==> src/rtl/poc_pkg.sv <==
// ----------------------------------------------------------------------------
// poc_pkg
// shared constants and types for the pattern occurrence counter
// ----------------------------------------------------------------------------
`default_nettype none

package poc_pkg;

  // widths fixed by the stream and register formats
  localparam int unsigned ByteW      = 8;
  localparam int unsigned LaneCount  = 8;
  localparam int unsigned PatternW   = ByteW * LaneCount;
  localparam int unsigned LengthW    = 4;
  localparam int unsigned CountW     = 32;
  localparam int unsigned ApbDataW   = 64;
  localparam int unsigned ApbAddrW   = 4;

  // design limit on the pattern length
  localparam int unsigned MaxPatternDefault = 8;

  localparam logic [CountW-1:0]  CountMax    = '1;
  localparam logic [LengthW-1:0] LengthReset = LengthW'(1);

  // register select, taken from paddr bit 3 (8-byte register spacing)
  typedef enum logic {
    REG_PATTERN_BYTES  = 1'b0,
    REG_PATTERN_LENGTH = 1'b1
  } reg_sel_t;

  typedef logic [LaneCount-1:0][ByteW-1:0] pattern_t;

  // per-byte decision handed from the matcher to the top level
  typedef struct packed {
    logic hit;
    logic keep_history;
  } match_status_t;

endpackage

`default_nettype wire

==> src/rtl/poc_matcher.sv <==
// ----------------------------------------------------------------------------
// poc_matcher
// compares the newest byte plus history against the pattern, builds next history
// ----------------------------------------------------------------------------
`default_nettype none

module poc_matcher
  import poc_pkg::*;
#(
  parameter  int unsigned MAX_PATTERN = MaxPatternDefault,
  localparam int unsigned EffMax      = (MAX_PATTERN < LaneCount) ? MAX_PATTERN : LaneCount,
  localparam int unsigned HistBytes   = (EffMax > 1) ? EffMax - 1 : 1,
  localparam int unsigned ValidW      = $clog2(HistBytes + 1)
) (
  input  wire logic [ByteW-1:0]                     data_byte,
  input  wire logic [HistBytes-1:0][ByteW-1:0]      history,
  input  wire logic [ValidW-1:0]                    history_valid,
  input  wire pattern_t                             pattern_bytes,
  input  wire logic [LengthW-1:0]                   pattern_length,
  output match_status_t                             status,
  output logic [HistBytes-1:0][ByteW-1:0]           history_shift,
  output logic [ValidW-1:0]                         valid_shift
);

  logic [LengthW-1:0]              len;
  logic [LengthW-1:0]              avail;
  logic [EffMax-1:0][ByteW-1:0]    ages;
  logic [LengthW-1:0]              pidx;
  logic                            all_eq;

  // clamp the configured length into 1..EffMax
  always_comb begin
    len = pattern_length;
    if (len == '0) begin
      len = LengthW'(1);
    end
    if (len > LengthW'(EffMax)) begin
      len = LengthW'(EffMax);
    end
  end

  assign avail = LengthW'(history_valid) + LengthW'(1);

  // age 0 is the new byte, age k is history byte k-1
  always_comb begin
    ages[0] = data_byte;
    for (int k = 1; k < EffMax; k++) begin
      ages[k] = history[k-1];
    end
  end

  always_comb begin
    all_eq = 1'b1;
    pidx   = '0;
    for (int k = 0; k < EffMax; k++) begin
      pidx = len - LengthW'(1) - LengthW'(k);
      if (LengthW'(k) < len) begin
        if (ages[k] != pattern_bytes[pidx[2:0]]) begin
          all_eq = 1'b0;
        end
      end
    end
  end

  assign status.hit          = (avail >= len) && all_eq;
  assign status.keep_history = !status.hit;

  // shifted history for the no-match case
  always_comb begin
    history_shift[0] = data_byte;
    for (int i = 1; i < HistBytes; i++) begin
      history_shift[i] = history[i-1];
    end
    if (avail > LengthW'(HistBytes)) begin
      valid_shift = ValidW'(HistBytes);
    end else begin
      valid_shift = avail[ValidW-1:0];
    end
  end

endmodule

`default_nettype wire

==> src/rtl/pattern_occurrence_counter.sv <==
// ----------------------------------------------------------------------------
// pattern_occurrence_counter
// counts non-overlapping occurrences of a 1..8 byte pattern in a byte stream
// ----------------------------------------------------------------------------
//
//   channel   dir   sync   contents
//   s_*       in    clk    data byte + end-of-file mark, one request per byte
//   m_*       out   clk    match flag, running count, file-done echo, one per byte
//   apb       in    clk    pattern bytes @0x0, pattern length @0x8, 64-bit data
//
// one byte per cycle unless the output stalls: the compare, history shift and count update are done
// in a single pass between the state registers and the output register
// output valid rises in the cycle after the input request is taken
// s_tready is high whenever the output register is empty or being drained,
// so a full output register stalls the input only while m_tready is low
// rst (synchronous) sets pattern length to 1, clears history, count, output valid and the pattern byte registers
// ----------------------------------------------------------------------------
`default_nettype none

module pattern_occurrence_counter
  import poc_pkg::*;
#(
  parameter int unsigned MAX_PATTERN = MaxPatternDefault
) (
  input  wire logic                  clk,
  input  wire logic                  rst,
  // input stream
  input  wire logic                  s_tvalid,
  output logic                       s_tready,
  input  wire logic [ByteW-1:0]      s_tdata,   // [7:0] data_byte
  input  wire logic                  s_tlast,   // end_of_file
  // result stream
  output logic                       m_tvalid,
  input  wire logic                  m_tready,
  output logic [CountW-1:0]          m_tdata,   // [31:0] match_count
  output logic                       m_tuser,   // [0] match_here
  output logic                       m_tlast,   // file_done
  // register port
  input  wire logic                  psel,
  input  wire logic                  penable,
  input  wire logic                  pwrite,
  input  wire logic [ApbAddrW-1:0]   paddr,
  input  wire logic [ApbDataW-1:0]   pwdata,
  output logic [ApbDataW-1:0]        prdata,
  output logic                       pready
);

  localparam int unsigned EffMax    = (MAX_PATTERN < LaneCount) ? MAX_PATTERN : LaneCount;
  localparam int unsigned HistBytes = (EffMax > 1) ? EffMax - 1 : 1;
  localparam int unsigned ValidW    = $clog2(HistBytes + 1);

  // configuration
  pattern_t                         pattern_bytes;
  logic [LengthW-1:0]               pattern_length;
  reg_sel_t                         reg_sel;
  logic                             cfg_write;

  // per-stream state
  logic [HistBytes-1:0][ByteW-1:0]  history;
  logic [ValidW-1:0]                history_valid;
  logic [CountW-1:0]                total;
  logic [CountW-1:0]                total_next;

  // matcher outputs
  match_status_t                    status;
  logic [HistBytes-1:0][ByteW-1:0]  history_shift;
  logic [ValidW-1:0]                valid_shift;

  logic                             in_take;

  // ---------------------------------------------------------------- apb
  assign pready    = 1'b1;
  assign reg_sel   = reg_sel_t'(paddr[3]);
  assign cfg_write = psel && penable && pwrite && pready;

  always_ff @(posedge clk) begin
    if (rst) begin
      pattern_bytes  <= '0;
      pattern_length <= LengthReset;
    end else if (cfg_write) begin
      case (reg_sel)
        REG_PATTERN_BYTES:  pattern_bytes  <= pattern_t'(pwdata);
        REG_PATTERN_LENGTH: pattern_length <= pwdata[LengthW-1:0];
        default: ;
      endcase
    end
  end

  always_comb begin
    case (reg_sel)
      REG_PATTERN_BYTES:  prdata = ApbDataW'(pattern_bytes);
      REG_PATTERN_LENGTH: prdata = ApbDataW'(pattern_length);
      default:            prdata = '0;
    endcase
  end

  // ---------------------------------------------------------------- compare
  poc_matcher #(
    .MAX_PATTERN (MAX_PATTERN)
  ) u_matcher (
    .data_byte      (s_tdata),
    .history        (history),
    .history_valid  (history_valid),
    .pattern_bytes  (pattern_bytes),
    .pattern_length (pattern_length),
    .status         (status),
    .history_shift  (history_shift),
    .valid_shift    (valid_shift)
  );

  // ---------------------------------------------------------------- state
  // output register drains or is empty -> room for the next byte
  assign s_tready = !m_tvalid || m_tready;
  assign in_take  = s_tvalid && s_tready;

  // saturating count
  assign total_next = (status.hit && (total != CountMax)) ? total + CountW'(1) : total;

  always_ff @(posedge clk) begin
    if (rst) begin
      history       <= '0;
      history_valid <= '0;
      total         <= '0;
    end else if (in_take) begin
      total <= total_next;
      // a match or an end of file wipes the history
      if (status.keep_history && !s_tlast) begin
        history       <= history_shift;
        history_valid <= valid_shift;
      end else begin
        history       <= '0;
        history_valid <= '0;
      end
    end
  end

  // ---------------------------------------------------------------- output
  always_ff @(posedge clk) begin
    if (rst) begin
      m_tvalid <= 1'b0;
    end else if (in_take) begin
      m_tvalid <= 1'b1;
    end else if (m_tready) begin
      m_tvalid <= 1'b0;
    end
  end

  always_ff @(posedge clk) begin
    if (in_take) begin
      m_tdata <= total_next;
      m_tuser <= status.hit;
      m_tlast <= s_tlast;
    end
  end

endmodule

`default_nettype wire

==> config.mk <==
export PLATFORM = sky130hd
export DESIGN_NAME = pattern_occurrence_counter
export DESIGN_NICKNAME = d
export VERILOG_FILES = /design/src/rtl/poc_pkg.sv /design/src/rtl/poc_matcher.sv /design/src/rtl/pattern_occurrence_counter.sv
export SDC_FILE = /design/constraint.sdc
export NUM_CORES = 1
export LEC_CHECK = 0
export ABC_CLOCK_PERIOD_IN_PS = 4900
export BUFFER_PORTS_ARGS = -buffer_cell sky130_fd_sc_hd__buf_2
export CAP_MARGIN = 30
export CORE_MARGIN = 2
export CORE_UTILIZATION = 35
export CTS_BUF_LIST = sky130_fd_sc_hd__clkbuf_4 sky130_fd_sc_hd__clkbuf_8
export DETAILED_ROUTE_END_ITERATION = 6
export PLACE_DENSITY_LB_ADDON = 0.12
export SKIP_LAST_GASP = 1
export SYNTH_ARGS = -nofsm -noshare
export SYNTH_HDL_FRONTEND = slang
export SYNTH_SLANG_ARGS = --single-unit
==> constraint.sdc <==
create_clock -name clk -period 4.9 [get_ports clk]
set_input_delay 1.47 -clock clk [delete_from_list [all_inputs] [get_ports clk]]
set_output_delay 1.47 -clock clk [all_outputs]
set_load 0.01 [all_outputs]
**Word level (Yosys, flattened, before mapping)**

Index checks and enable logic that the tools add are counted.

- Add/sub/neg operators: 10
- Order comparisons: 19
- Bitwise logic cells: 1
- Equality and inequality tests: 9
- Mux-type cells: 41
- Reduce and logical (&&, ||, !) cells: 14

Operators with widths:

| operator | count |
|---|---|
| 8-bit binary-select mux with 3-bit select | 8 |
| 64-bit one-hot mux with 2 select lines | 1 |
| 8-bit two-way mux | 8 |
| 8-bit inequality test | 8 |
| 56-bit two-way mux | 1 |
| 32-bit by 1-bit adder with 32-bit output (second input constant) | 1 |
| 3-bit by 4-bit less-than comparator with 1-bit output (second input constant) | 8 |
| 32-bit two-way mux | 1 |
| 32-bit inequality test (second input constant) | 1 |
| 1-bit two-way mux | 18 |
| 3-bit by 4-bit less-than comparator with 1-bit output (first input constant) | 4 |
| 3-bit subtractor (second input constant) | 4 |
| 1-bit by 4-bit less-than comparator with 1-bit output (first input constant) | 2 |
| 2-bit by 4-bit less-than comparator with 1-bit output (first input constant) | 2 |
| 4-bit two-way mux | 2 |
| 1-bit logical AND | 6 |
| 3-bit two-way mux | 2 |
| 3-bit by 1-bit subtractor with 3-bit output (second input constant) | 2 |
| 3-bit by 2-bit subtractor with 3-bit output (second input constant) | 2 |
| 3-bit by 1-bit adder with 4-bit output (second input constant) | 1 |
| 4-bit >= comparator | 1 |
| 4-bit by 3-bit greater-than comparator with 1-bit output (second input constant) | 1 |
| 4-bit greater-than comparator (second input constant) | 1 |
| 4-bit logical NOT | 1 |
| 5 further kinds | 8 |

- Output and inout bits: 101
- Flip-flop bits (word level): 194
- Logic and storage cells: 116
- Input bits: 84

**Longest topological paths before layout**

- Word-level depth: 28
- Gate-level depth with buffers: 20

**Hierarchy**

From an unflattened synthesis, not the netlist that was laid out.

- Cells, all modules: 1697
- Area, all modules: 13809.5 um2

By module, submodules not included:

| module | cells each | area each (um2) | instances |
|---|---|---|---|
| pattern_occurrence_counter | 970 | 8309.2 | 1 |
| poc_matcher | 727 | 5500.3 | 1 |

**Worst setup path before layout**

No wires, ideal clock.

- Path type: reg2reg
- From: register pattern_length[0]
- To: register m_tdata[1], data pin
- Path buffers: 5
- Setup time: 260 ps
- Slack: 638 ps
- Period minus slack after synthesis: 4262 ps
- Arrival time: 4003 ps
- Cell stages (with the launch flop): 20
- Required time: 4640 ps
- Path through: dfxtp_1 -> buf_4 -> o21bai_4 -> nand2_8 -> clkbuf_1 -> ha_1 -> inv_1 -> xnor2_1 -> buf_2 -> buf_2 -> o2111ai_1 -> nand4_1 -> xor2_1 -> nand4_1 -> a2111oi_2 -> o2111a_2 -> nand4_4 -> buf_6 -> nor2_1 -> mux2_2

- Cells in the longest elaborated chain, start to end: 27
- Elaborated cells on any way between the ends: 64
- Those cells by class: 8 x add/sub; 10 x order compare; 8 x eq/ne; 35 x mux; 3 x reduce/logical

Ends and longest elaborated chain:

| element | RTL line | text |
|---|---|---|
| start: declaration | pattern_occurrence_counter.sv:54 | `logic [LengthW-1:0] pattern_length;` |
| start signal: assignment | pattern_occurrence_counter.sv:79 | `pattern_length <= LengthReset;` |
| start signal: assignment | pattern_occurrence_counter.sv:83 | `REG_PATTERN_LENGTH: pattern_length <= pwdata[LengthW-1:0];` |
| 4-bit logical NOT | poc_matcher.sv:34 | `if (len == '0) begin` |
| 4-bit two-way mux * | poc_matcher.sv:34 |  |
| 4-bit greater-than comparator | poc_matcher.sv:37 | `if (len > LengthW'(EffMax)) begin` |
| 4-bit two-way mux * | poc_matcher.sv:37 |  |
| parallel branches: the longest is 20 deep, another holds 3-bit by 1-bit subtractor with 3-bit output | -- |  |
| 1-bit logical AND * | poc_matcher.sv:65 | `assign status.hit = (avail >= len) && all_eq;` |
| 1-bit logical AND * | pattern_occurrence_counter.sv:117 | `assign total_next = (status.hit && (total != CountMax)) ? total + CountW'(1) : total;` |
| 32-bit two-way mux * | pattern_occurrence_counter.sv:117 |  |
| net total_next[1] | pattern_occurrence_counter.sv:62 | `logic [CountW-1:0] total_next;` |
| end signal: assignment | pattern_occurrence_counter.sv:150 | `m_tdata <= total_next;` |
| end: declaration | pattern_occurrence_counter.sv:35 | `output logic [CountW-1:0] m_tdata,` |

Mark *: on every way through the listed nets, which the timed path passes. The select of a mux whose other input is x is not followed.
A chain may end at the register's enable or synchronous reset.

**Worst setup path after layout**

- From: register pattern_length[1]
- To: register total[11]

- Cells in the longest elaborated chain, start to end: 27
- Elaborated cells on any way between the ends: 64
- Those cells by class: 8 x add/sub; 10 x order compare; 8 x eq/ne; 35 x mux; 3 x reduce/logical

Ends and longest elaborated chain:

| element | RTL line | text |
|---|---|---|
| 4-bit logical NOT | poc_matcher.sv:34 |  |
| 4-bit two-way mux * | poc_matcher.sv:34 |  |
| 4-bit greater-than comparator | poc_matcher.sv:37 |  |
| 4-bit two-way mux * | poc_matcher.sv:37 |  |
| parallel branches: the longest is 20 deep, another holds 3-bit by 1-bit subtractor with 3-bit output | -- |  |
| 1-bit logical AND * | poc_matcher.sv:65 |  |
| 1-bit logical AND * | pattern_occurrence_counter.sv:117 |  |
| 32-bit two-way mux * | pattern_occurrence_counter.sv:117 |  |
| end signal: assignment | pattern_occurrence_counter.sv:125 | `total <= total_next;` |
| end: declaration | pattern_occurrence_counter.sv:61 | `logic [CountW-1:0] total;` |

Every way passes the cells marked *. The select of a mux whose other input is x is not followed.

==> impl_metrics.csv <==
group,metric,value,unit
run_status,status,"finished, final reports clean",
placed_design,gp_congestion,0.924,
worst_setup_path,crit_path_max_fanout,71,
yosys,synth_area,12500,µm²
routing,routedWlPerCell,20.8,µm
worst_setup_path,worstSetupStartpoint,"pattern_length[1]",
global_route,grt_pass1_vias,10500,
worst_setup_path,arrival,5.07,ns
cts,clkLatencyLatePin,0.54,ns
timing,max-slew-margin-rel,38.9,%
floorplanning,dieArea,37200,µm²
worst_setup_path,crit_path_top_delay_cell,"xnor2_2",
floorplanning,io_pins,185,
yosys,yosysTopAreaCell,"dfxtp_1",
global_route,grtUsageTotal,22.9,%
timing,clock.fmax,216,MHz
power,seq_power_share,51.8,%
timing,timing.final.hold_violations,0,
yosys,synth-seq-cells,194,
yosys,seq_area_frac_synth,33.8,%
finish,antennaDiodeCount,0,
finish,n_fill_cell,3692,
yosys,syn_nets,1530,
routing,drt_iter0_drc,1040,
cts,htreeDepth,4,
timing,setup_viol,0,
routing,drt_pre_antenna_iters,5,
flow_run,timing.max_cap.violations,0,
yosys,syn_avg_cell_area,8.69,µm²
timing,slew_violations,0,
global_route,grt_pass1_wl,64300,µm
timing,finalSetupTns,0,ns
cts,cts_tree,"built",
power,clockPowerShare,34.6,%
cts,clkSinkCount,194,
timing,tightest_slew,0.917,ns
cts,clkTransAtPathRegs,0.13,ns
cts,cts_hold_buf,0,
timing,hold_ws,0.505,ns
routing,finalWirelength,42500,µm
worst_setup_path,slowest_delay,0.47,ns
floorplanning,dieWidth,193,µm
power,ir_drop,0.000190,V
power,p_comb_share,13.6,%
yosys,yosysMostFrequentCell,"nand2_1",
placed_design,dp_worst_setup_slack,0.283,ns
worst_setup_path,r2r_cells,17,
floorplanning,core_area,35400,µm²
worst_setup_path,worstSetupPathType,"flop to flop",
yosys,synth_cell_types,78,
worst_setup_path,rrSetupSlack,0.28,ns
power,p_leak,5.69,nW
power,p_sw,1.04,mW
worst_setup_path,cp-end-kind,"flop",
timing,setup_slack,0.275,ns
yosys,synth_warnings,0,
cts,cts_buffers,17,
routing,num_vias,11400,
power,power-per-cell-area,228,nW/µm²
global_route,antenna_found_initial,0,
timing,rsz0062_at_grt,"false",
yosys,ys_async_sr_fraction,0,%
cts,clockRootBuffer,"clkbuf_8",
floorplanning,num_rows,69,
timing,fin_skew,0.0308,ns
yosys,synth_area_leaders,"dfxtp_1, edfxtp_1, nand2_1",
worst_setup_path,r2r_end,"total[11]",
power,p_sw_share,31.8,%
worst_setup_path,cp.required,5.35,ns
finish,drive_gt1_share,23.5,%
power,p_int,2.22,mW
cts,cts_resized,0,
yosys,synth_edf_count,34,
yosys,synth_common_cells,"nand2_1, dfxtp_1, nor2_1",
yosys,synth_cells,1438,
placed_design,io_buffers,180,
cts,cts_setup_buffers,0,
finish,area_growth,14.4,%
yosys,synth_top_flop_cell,"dfxtp_1",
worst_setup_path,cp-start-kind,"flop",
routing,post-route-drc-count,0,
yosys,synth_top_area_share,25.6,%
floorplanning,start_util,35.3,%
timing,finalCriticalPeriod,4.62,ns
worst_setup_path,path_cells,"o21bai_4, nand2_8, ha_1, inv_1, xnor2_2, buf_4, buf_4, o2111ai_1, nand4_1, xor2_1, nand4_1, a2111oi_2, o2111a_2, nand4_4, buf_12, nor4b_1, mux2_2",
finish,final_nets,1659,
global_route,gr-total-overflow,0,
routing,antenna_left,0,
floorplanning,die_y,193,µm
worst_setup_path,worstSetupEndpoint,"total[11]",
routing,via_per_inst,5.59,
placed_design,hpwl,31600,µm
timing,finalCritPeriodShare,94.4,%
placed_design,dpl-instance-area,13900,µm²
global_route,grt_max_degree,72,
worst_setup_path,r2r-start,"pattern_length[1]",
worst_hold_path,hold_path.class,"flop to flop",
cts,cts_buffer_depth,2,
finish,fin_area,14300,µm²
==> placed cells by master, fill, tap and decap left out, drive strengths merged, types with 6 or more instances in the layout <==
cell type / instances
a21oi: 99
edfxtp: 34
o221ai: 8
nor3: 62
inv: 50
or2: 7
clkbuf: 17
nor2: 101
a221o: 6
a21boi: 17
and3: 14
nor3b: 7
nand2b: 7
o22ai: 7
xnor2: 28
buf: 225
xor2: 65
a22oi: 9
o21ai: 49
a22o: 67
a221oi: 10
nor2b: 75
clkinv: 7
a211oi: 11
ha: 8
nand2: 174
o211ai: 6
mux2i: 48
dfxtp: 160
o2111ai: 23
mux4: 24
nor4b: 6
nand4: 12
nor4: 11
mux2: 34
nand3: 36
==> cell families after synthesis <==
| kind of cell | after synthesis | share of synthesized area [%] |
|---|---|---|
| flops | 194 | 33.8 |
| simple gates | 523 | 21.8 |
| compound gates | 356 | 20.1 |
| other cells | 1 | 0.0300 |
| xor+xnor | 93 | 6.67 |
| mux | 106 | 11.2 |
| fa+ha+maj | 8 | 0.801 |
| buf+inv | 157 | 5.62 |
==> power by group through the flow <==
| stage | Sequential [mW] | Combinational [mW] | Clock [mW] |
|---|---|---|---|
| floorplan | 1.71 | 0.276 | 0 |
| global placement | 1.72 | 0.439 | 0 |
| detailed placement | 1.72 | 0.440 | 0 |
| CTS | 1.69 | 0.441 | 1.16 |
| global route | 1.69 | 0.480 | 1.22 |
| finish | 1.69 | 0.441 | 1.13 |
==> worst max-delay path, delay by kind of cell (launching register included) <==
family	cells	cell delay [ns]
XOR/XNOR	2	0.67
adder cells (fa/ha/maj)	1	0.27
flip-flops	1	0.44
AND/OR/NAND/NOR	5	0.92
multiplexers	1	0.37
buffers and inverters	4	0.81
AO/OA/AOI/OAI	4	0.99
==> sequential cells by signal (all words and copies together), names as in the netlist <==
| name | flops |
|---|---|
| m_tdata | 32 |
| m_tvalid | 1 |
| m_tlast | 1 |
| m_tuser | 1 |
| pattern_length | 4 |
| history_valid | 3 |
| total | 32 |
| history | 56 |
| pattern_bytes | 64 |
==> final cells by class <==
| cell class | instances | area [µm²] | share of cell area, % |
|---|---|---|---|
| sequential | 194 | 4230 | 29.6 |
| tap | 461 | 577 | 4.03 |
| inverter | 42 | 160 | 1.12 |
| clock inverter | 15 | 194 | 1.36 |
| timing repair buffer | 225 | 1300 | 9.12 |
| clock buffer | 17 | 234 | 1.64 |
| multi-input combinational | 1087 | 7600 | 53.2 |
==> routing by layer <==
| metal | routed length [µm] | vias up | share of wire [%] | global-route usage, % |
|---|---|---|---|---|
| met3 | 2700 | 49 | 6.3 | 4.31 |
| met1 | 20200 | 5475 | 47 | 32.9 |
| li1 | - | 5467 | - | - |
| met4 | 1120 | 0 | 2.6 | 7.95 |
| met5 | 0 | - | 0 | 0 |
| met2 | 18500 | 415 | 44 | 34.2 |
==> worst min-delay path by stage <==
| stage | startpoint | end | slack [ns] | cells after the start |
|---|---|---|---|---|
| finish | history[48] | history[48] | 0.51 | 1 |
| global route | history[53] | history[53] | 0.53 | 1 |
| CTS | history[48] | history[48] | 0.51 | 1 |
| detailed placement | history[55] | history[55] | 0.48 | 1 |
| global placement | history[53] | history[53] | 0.48 | 1 |
| floorplan | pattern_bytes[0] | pattern_bytes[0] | 0.46 | 2 |
==> through the flow <==
stage / std cells / total power, mW / util (%)
6_report: 2041 / 3.26 / 40.4
5_1_grt: 2041 / 3.39 / 40.4
3_3_place_gp: 2009 / 2.16 / 39.2
4_1_cts: 2041 / 3.29 / 40.4
2_1_floorplan: 1438 / 1.99 / -
3_5_place_dp: 2009 / 2.16 / 39.2
(Power assumes the default switching activity.)
